`config.mk`:
```
export PLATFORM = sky130hd
export DESIGN_NAME = led_twinkle_fade_engine
export DESIGN_NICKNAME = d
export VERILOG_FILES = /design/src/hdl/ltf_pkg.sv /design/src/hdl/ltf_cell.sv /design/src/hdl/ltf_timer.sv /design/src/hdl/led_twinkle_fade_engine.sv
export SDC_FILE = /design/constraint.sdc
export NUM_CORES = 2
export LEC_CHECK = 0
export BUFFER_PORTS_ARGS = -buffer_cell sky130_fd_sc_hd__buf_2
export CAP_MARGIN = 5
export CORE_MARGIN = 3
export CORE_UTILIZATION = 52
export CTS_BUF_LIST = sky130_fd_sc_hd__clkbuf_4 sky130_fd_sc_hd__clkbuf_8
export DETAILED_ROUTE_END_ITERATION = 8
export PLACE_DENSITY = 0.72
export RECOVER_POWER = 25
export SYNTH_ARGS = -nofsm -noshare
export SYNTH_HDL_FRONTEND = slang
export SYNTH_HIERARCHICAL = 1
export SYNTH_SLANG_ARGS = --single-unit
```
`constraint.sdc`:
```
create_clock -name clock -period 3.84 [get_ports clock]
set_clock_uncertainty 0.1 [all_clocks]
set_input_delay 0.192 -clock clock [delete_from_list [all_inputs] [get_ports clock]]
set_output_delay 0.192 -clock clock [all_outputs]
set_load 0.01 [all_outputs]
```
`src/hdl/ltf_pkg.sv`:
```
// shared types and constants for the led twinkle fade engine
`default_nettype none

package ltf_pkg;

   localparam int LEVEL_W     = 8;
   localparam int INTERVAL_W  = 16;
   localparam int ELAPSED_W   = 17;
   localparam int LED_INDEX_W = 6;
   localparam int CSR_INDEX_W = 2;
   localparam int CSR_DATA_W  = 16;

   localparam logic [CSR_INDEX_W-1:0] REG_MAX_LEVEL      = 2'd0;
   localparam logic [CSR_INDEX_W-1:0] REG_RISE_INTERVAL  = 2'd1;
   localparam logic [CSR_INDEX_W-1:0] REG_FALL_INTERVAL  = 2'd2;
   localparam logic [CSR_INDEX_W-1:0] REG_SPAWN_INTERVAL = 2'd3;

   localparam logic [LEVEL_W-1:0]    MAX_LEVEL_RESET      = 8'd255;
   localparam logic [INTERVAL_W-1:0] RISE_INTERVAL_RESET  = 16'd1;
   localparam logic [INTERVAL_W-1:0] FALL_INTERVAL_RESET  = 16'd20;
   localparam logic [INTERVAL_W-1:0] SPAWN_INTERVAL_RESET = 16'd50;

   typedef logic [LEVEL_W-1:0] level_type;

   typedef struct packed {
      level_type level;
      logic      rising;
   } cell_state_type;

   typedef struct packed {
      logic shift;
      logic clear;
   } cell_ctrl_type;

endpackage

`default_nettype wire

```
`src/hdl/ltf_cell.sv`:
```
// one led cell of the rotating state ring
`default_nettype none

module ltf_cell (
   input  wire                    clock,
   input  wire                    reset,
   input  ltf_pkg::cell_ctrl_type ctrl,
   input  ltf_pkg::cell_state_type state_in,
   output ltf_pkg::cell_state_type state_out
);
   import ltf_pkg::*;

   cell_state_type state_ff;
   cell_state_type state_in_nxt;

   always_comb begin
      state_in_nxt = state_ff;
      if (ctrl.clear) begin
         state_in_nxt = '0;
      end else if (ctrl.shift) begin
         state_in_nxt = state_in;
      end
   end

   always_ff @(posedge clock) begin
      if (reset) begin
         state_ff <= '0;
      end else begin
         state_ff <= state_in_nxt;
      end
   end

   assign state_out = state_ff;

endmodule

`default_nettype wire

```
`src/hdl/ltf_timer.sv`:
```
// saturating interval timer that fires when its count exceeds the interval
`default_nettype none

module ltf_timer (
   input  wire                                clock,
   input  wire                                reset,
   input  wire                                tick,
   input  wire [ltf_pkg::INTERVAL_W-1:0]      interval,
   output logic                               fire
);
   import ltf_pkg::*;

   localparam logic [ELAPSED_W-1:0] ELAPSED_MAX = '1;

   logic [ELAPSED_W-1:0] elapsed_ff;
   logic [ELAPSED_W-1:0] elapsed_in;
   logic [ELAPSED_W-1:0] elapsed_inc;

   always_comb begin
      elapsed_inc = (elapsed_ff == ELAPSED_MAX) ? elapsed_ff : elapsed_ff + 1'b1;
      fire        = elapsed_inc > {1'b0, interval};
      elapsed_in  = elapsed_ff;
      if (tick) begin
         elapsed_in = fire ? '0 : elapsed_inc;
      end
   end

   always_ff @(posedge clock) begin
      if (reset) begin
         elapsed_ff <= '0;
      end else begin
         elapsed_ff <= elapsed_in;
      end
   end

endmodule

`default_nettype wire

```
`src/hdl/led_twinkle_fade_engine.sv`:
```
// led twinkle fade engine top level: timers, rotating cell ring, result register
//
// each req_ transaction is one millisecond tick carrying req_random_index.
// on acceptance the spawn, rise and fall timers advance and their fire flags
// are captured; then, unless a held result is stalled, the ring of NUM_LEDS
// cells rotates one step per cycle, each led passing through the update logic at
// the ring head, so the tick produces NUM_LEDS rsp_ transactions in led order,
// rsp_last on the final. acceptance loads the run registers (busy, fire flags,
// pick); the first step then writes the first result into the output register.
// req_stall is high while a tick is being walked; the next tick is taken as
// soon as the last result is in the output register, even if not yet taken.
// rsp_stall, while a result is held, freezes the ring and the output register; nothing is lost.
// csr_ writes (csr_ready always high) set max_level and the three intervals;
// the user must make them only while the block is idle, which it does not enforce.
// reset (synchronous, active high) zeroes all levels, rising flags and timers
// and loads the register defaults; no clearing pass is needed.
`default_nettype none

module led_twinkle_fade_engine #(
   parameter int NUM_LEDS = 60
) (
   input  wire                                 clock,
   input  wire                                 reset,
   input  wire                                 req_valid,
   output logic                                req_stall,
   input  wire  [ltf_pkg::LED_INDEX_W-1:0]     req_random_index,
   output logic                                rsp_valid,
   input  wire                                 rsp_stall,
   output logic [ltf_pkg::LED_INDEX_W-1:0]     rsp_led_index,
   output logic [ltf_pkg::LEVEL_W-1:0]         rsp_level,
   output logic                                rsp_last,
   input  wire                                 csr_valid,
   output logic                                csr_ready,
   input  wire  [ltf_pkg::CSR_INDEX_W-1:0]     csr_index,
   input  wire  [ltf_pkg::CSR_DATA_W-1:0]      csr_data
);
   import ltf_pkg::*;

   localparam int IDX_W = (NUM_LEDS > 1) ? $clog2(NUM_LEDS) : 1;
   localparam logic [IDX_W-1:0] LAST_IDX = IDX_W'(NUM_LEDS - 1);

   // configuration registers
   level_type             max_level_ff;
   logic [INTERVAL_W-1:0] rise_interval_ff;
   logic [INTERVAL_W-1:0] fall_interval_ff;
   logic [INTERVAL_W-1:0] spawn_interval_ff;

   assign csr_ready = 1'b1;

   always_ff @(posedge clock) begin
      if (reset) begin
         max_level_ff      <= MAX_LEVEL_RESET;
         rise_interval_ff  <= RISE_INTERVAL_RESET;
         fall_interval_ff  <= FALL_INTERVAL_RESET;
         spawn_interval_ff <= SPAWN_INTERVAL_RESET;
      end else if (csr_valid && csr_ready) begin
         case (csr_index)
            REG_MAX_LEVEL:      max_level_ff      <= csr_data[LEVEL_W-1:0];
            REG_RISE_INTERVAL:  rise_interval_ff  <= csr_data;
            REG_FALL_INTERVAL:  fall_interval_ff  <= csr_data;
            REG_SPAWN_INTERVAL: spawn_interval_ff <= csr_data;
            default: ;
         endcase
      end
   end

   // timers
   logic req_accept;
   logic spawn_fire;
   logic rise_fire;
   logic fall_fire;

   assign req_accept = req_valid && !req_stall;

   ltf_timer u_spawn_timer (
      .clock    (clock),
      .reset    (reset),
      .tick     (req_accept),
      .interval (spawn_interval_ff),
      .fire     (spawn_fire)
   );

   ltf_timer u_rise_timer (
      .clock    (clock),
      .reset    (reset),
      .tick     (req_accept),
      .interval (rise_interval_ff),
      .fire     (rise_fire)
   );

   ltf_timer u_fall_timer (
      .clock    (clock),
      .reset    (reset),
      .tick     (req_accept),
      .interval (fall_interval_ff),
      .fire     (fall_fire)
   );

   // run control
   logic                   busy_ff, busy_in;
   logic [IDX_W-1:0]       idx_ff, idx_in;
   logic                   spawn_ff, spawn_in;
   logic                   bright_ff, bright_in;
   logic                   dark_ff, dark_in;
   logic [LED_INDEX_W-1:0] pick_ff, pick_in;
   logic                   step;

   logic                   rsp_valid_ff, rsp_valid_in;
   logic [LED_INDEX_W-1:0] rsp_led_index_ff, rsp_led_index_in;
   level_type              rsp_level_ff, rsp_level_in;
   logic                   rsp_last_ff, rsp_last_in;

   assign req_stall = busy_ff;
   assign step      = busy_ff && (!rsp_valid_ff || !rsp_stall);

   // cell ring, head at index zero, updated state enters at the tail
   cell_state_type ring_state [NUM_LEDS];
   cell_state_type upd_state;
   cell_ctrl_type  cell_ctrl;

   assign cell_ctrl.shift = step;
   assign cell_ctrl.clear = 1'b0;

   for (genvar k = 0; k < NUM_LEDS; k++) begin : g_cell
      if (k == NUM_LEDS - 1) begin : g_tail
         ltf_cell u_cell (
            .clock     (clock),
            .reset     (reset),
            .ctrl      (cell_ctrl),
            .state_in  (upd_state),
            .state_out (ring_state[k])
         );
      end else begin : g_body
         ltf_cell u_cell (
            .clock     (clock),
            .reset     (reset),
            .ctrl      (cell_ctrl),
            .state_in  (ring_state[k+1]),
            .state_out (ring_state[k])
         );
      end
   end

   // per-led update at the head of the ring
   always_comb begin
      upd_state        = ring_state[0];
      upd_state.rising = ring_state[0].rising ||
                         (spawn_ff && (pick_ff == LED_INDEX_W'(idx_ff)));
      if (bright_ff && upd_state.rising) begin
         if (upd_state.level >= max_level_ff) begin
            upd_state.rising = 1'b0;
         end else begin
            upd_state.level = upd_state.level + 1'b1;
         end
      end
      if (dark_ff && !upd_state.rising && (upd_state.level != '0)) begin
         upd_state.level = upd_state.level - 1'b1;
      end
   end

   always_comb begin
      busy_in          = busy_ff;
      idx_in           = idx_ff;
      spawn_in         = spawn_ff;
      bright_in        = bright_ff;
      dark_in          = dark_ff;
      pick_in          = pick_ff;
      rsp_valid_in     = rsp_valid_ff && rsp_stall;
      rsp_led_index_in = rsp_led_index_ff;
      rsp_level_in     = rsp_level_ff;
      rsp_last_in      = rsp_last_ff;
      if (req_accept) begin
         busy_in   = 1'b1;
         idx_in    = '0;
         spawn_in  = spawn_fire;
         bright_in = rise_fire;
         dark_in   = fall_fire;
         pick_in   = req_random_index;
      end
      if (step) begin
         rsp_valid_in     = 1'b1;
         rsp_led_index_in = LED_INDEX_W'(idx_ff);
         rsp_level_in     = upd_state.level;
         rsp_last_in      = (idx_ff == LAST_IDX);
         if (idx_ff == LAST_IDX) begin
            busy_in = 1'b0;
            idx_in  = '0;
         end else begin
            idx_in = idx_ff + 1'b1;
         end
      end
   end

   always_ff @(posedge clock) begin
      if (reset) begin
         busy_ff      <= 1'b0;
         idx_ff       <= '0;
         rsp_valid_ff <= 1'b0;
      end else begin
         busy_ff      <= busy_in;
         idx_ff       <= idx_in;
         rsp_valid_ff <= rsp_valid_in;
      end
   end

   always_ff @(posedge clock) begin
      spawn_ff         <= spawn_in;
      bright_ff        <= bright_in;
      dark_ff          <= dark_in;
      pick_ff          <= pick_in;
      rsp_led_index_ff <= rsp_led_index_in;
      rsp_level_ff     <= rsp_level_in;
      rsp_last_ff      <= rsp_last_in;
   end

   assign rsp_valid     = rsp_valid_ff;
   assign rsp_led_index = rsp_led_index_ff;
   assign rsp_level     = rsp_level_ff;
   assign rsp_last      = rsp_last_ff;

   // checks
   a_accept_starts_run: assert property (@(posedge clock) disable iff (reset)
      req_accept |=> (busy_ff && (idx_ff == '0)))
      else $error("tick accepted but run did not start at led zero");

   a_idx_in_range: assert property (@(posedge clock) disable iff (reset)
      busy_ff |-> (idx_ff <= LAST_IDX))
      else $error("led counter beyond last led");

   a_last_on_final_led: assert property (@(posedge clock) disable iff (reset)
      (rsp_valid && rsp_last) |-> (rsp_led_index == LED_INDEX_W'(NUM_LEDS - 1)))
      else $error("last flag on a led other than the final one");

   a_last_ends_run: assert property (@(posedge clock) disable iff (reset)
      (step && (idx_ff == LAST_IDX)) |=> (rsp_valid && rsp_last))
      else $error("final led step did not present last result");

endmodule

`default_nettype wire
```
==> out/qor.txt <==
status: complete, no violations
Slew Viols, Final: 0
M2 GR Usage: 31.3%
FMAX: 0.276 GHz
min Tclk post-route: 3630 ps
asr flop ratio synth: 0%
residual DRC count: 0
grt total ovfl: 0
CTS tree: built
ratio of cells with drive above 1 in the final layout: 9.98%
max_cap viols: 0
Static Leak: 12.0 nW
post-detail-place hpwl: 35.7 mm
Worst-path clk slew: 60 ps
Via Count: 19430
All-Layer GR Usage: 18.8%
Hold Path Class: input port to flip-flop
DRT Pass-1 Iters: 5
Worst-Margin Slew: 1280 ps
critical path arrival: 4030 ps
sink count of the clock tree: 679
Setup WS post-layout: 214 ps
gr busiest metal: met2
vias in the first global route: 19442
Initial Utilization: 52.8%
Most used DFF post-synth: dfxtp_1
crit path kind: flip-flop to flip-flop
port bufs: 45
area of the mapped netlist: 0.0286 mm²
met1 Usage GRT: 24.0%
IO Pins: 47
Die X: 240 µm
Final ANT Viol Nets: 0
endpoints failing setup: 0
Synth Register Bits: 679
TritonCTS buffer count: 104
Iteration-0 DRC Markers: 1076
setup TNS: 0 ps
Vias per Instance: 5.19
RSZ-0062 raised after global routing: no
Clock Latency Late Sink: 690 ps
# Post-CTS Setup Buffers: 0
Std-Cell Rows: 85
H-tree depth: 3
Core Area: 0.0541 mm²
Critical Path End Type: flip-flop
peak fanout along the critical path: 13
RD Place Congestion: 0.900
Layout area overhead: 10.5%
WL/cell: 14.4 µm
Relative slew margins: 14.8%
clock buffer depth: 3
Cell variety after synth: 89
peak supply drop: 0.000358 V
DIE HEIGHT: 240 µm
pin count of the biggest net entering global routing: 103
CP Data Required Time: 4240 ps
Reg area: 0.0138 mm²
final worst path period share: 94.4%
fin nets: 3051
total die area: 0.0578 mm²
final hold violations: 0
Root Driver: clkbuf_8
PwrDens: 462 mW/mm²
initial antenna violation count: 1
Ys Warns: 6
Syn Inst Count: 2860
most frequent cells in the layout: 653 x dfxtp_1, 586 x nor2_1, 544 x mux2i_1
ranking of synthesized cells by area: dfxtp_1 46%, mux2i_1 19%, nor2_1 7.7%, ha_1 2.8%, buf_6 2.6%
EDFF count, synth: 24
area of the multi-input gates: 0.0133 mm²
M3 GR Usage: 3.91%
syn avg cell area: 9.99 µm²
final WL: 54.0 mm
FILL cells: 4543
commonest non-fill, non-tap cell in the layout: dfxtp_1
share of the synthesized area in the top cell type: 45.9%
area leader, netlist: dfxtp_1
pre-CTS WS: 149 ps
crit start category: flip-flop
sequential share of the synthesized area: 48.4%
wire length of the first global-routing pass: 91.9 mm
-- critical path, cell delays in order (launching register included) --
cell and delay (ps):
dfxtp_1 360, ha_1 280, nand3_1 160, nor3_2 70
and2_4 180, or4b_4 540, xnor2_1 150, ha_1 290
o21ai_0 80, nor2_1 170, nor4b_2 80, o311ai_2 420
nand2_4 200, buf_4 210, nand3b_1 80, a21oi_1 90
-- where the power goes --
group	internal [mW]	leakage, nW	switching (mW)
logic	0.346	5.26	0.531
clock network	3.81	1.27	2.72
registers	7.13	5.51	0.0348
-- registers in the layout, summed over array words and instances, names as in the netlist, 6 cells and up --
signal	count
fall_interval_ff	16
g_cell.g_body.u_cell/state_out	531
g_cell.g_tail.u_cell/state_out	9
idx_ff	6
max_level_ff	8
pick_ff	6
rise_interval_ff	16
rsp_led_index	6
rsp_level	8
spawn_interval_ff	16
u_fall_timer/elapsed_ff	17
u_rise_timer/elapsed_ff	17
u_spawn_timer/elapsed_ff	17
-- layer usage --
layer / up-vias / wire length, µm
met5: - / 0
met4: 0 / 1640
met3: 124 / 2160
met2: 342 / 25300
met1: 9071 / 24900
li1: 9893 / -
-- final cells by class --
class                           instances  area share (%)
Tap cell                              696            2.76
Antenna cell                            1         0.00793
Multi-Input combinational cell       1991            42.2
Clock buffer                          175            6.96
Timing Repair Buffer                  111            2.75
Sequential cell                       679            43.8
Clock inverter                         17           0.583
Inverter                               72           0.880
-- logic make-up (layout without fill, tap and decap cells) --
family	count (synthesis)	count (layout)	synth area share, %
other	2	62	0.0263
xor gates and xnor gates	51	51	1.56
muxes	547	547	19.2
DFF	679	679	48.4
and+or+nand+nor	1047	1047	17.0
buffers and inverters	249	375	5.86
AOI/OAI and AO/OA	222	222	5.16
adders and majority gates	63	63	2.76
-- repair_timing --
| action | CTS | global route |
|---|---|---|
| endpoints found under the hold margin | 83 | 0 |
| resized for setup | 0 | 12 |
| endpoints found under the setup margin | 0 | 27 |
| hold buffers | 32 | 0 |
-- synthesized netlist by cell type, types with 24 or more instances --
library cell  instances
nand2_1             152
o21ai_0              24
buf_4                64
ha_1                 63
xnor2_1              32
nor2_1              586
dfxtp_1             655
or2_0                61
edfxtp_1             24
inv_1                72
nand3_1              53
clkbuf_1             36
buf_6                65
mux2i_1             544
nand2b_1             44
a21oi_1              87
-- worst paths after layout --
path,start,end,slack [ps],cells after the start
setup / recovery,u_spawn_timer/elapsed_ff[0],u_spawn_timer/elapsed_ff[0],210,15
hold / removal,req_random_index[1],pick_ff[1],140,2
setup reg to reg,u_spawn_timer/elapsed_ff[0],u_spawn_timer/elapsed_ff[0],210,15
hold reg to reg,rise_interval_ff[9],rise_interval_ff[9],350,2
-- metrics by stage --
| stage | power [mW] | util, % | hold slack, ps | instances | cell area [µm²] |
|---|---|---|---|---|---|
| after global placement | 8.15 | 53.3 | 271 | 3517 | 28900 |
| after floorplan | 8.08 | - | 191 | 2919 | 28800 |
| after detailed placement | 8.17 | 53.3 | 271 | 3517 | 28900 |
| final | 14.6 | 58.3 | 137 | 3742 | 31600 |
| after CTS | 14.8 | 58.3 | 52.1 | 3741 | 31600 |
| after global routing | 15.2 | 58.3 | 71.0 | 3742 | 31600 |
Note: power is estimated with default switching activity, not from simulation.
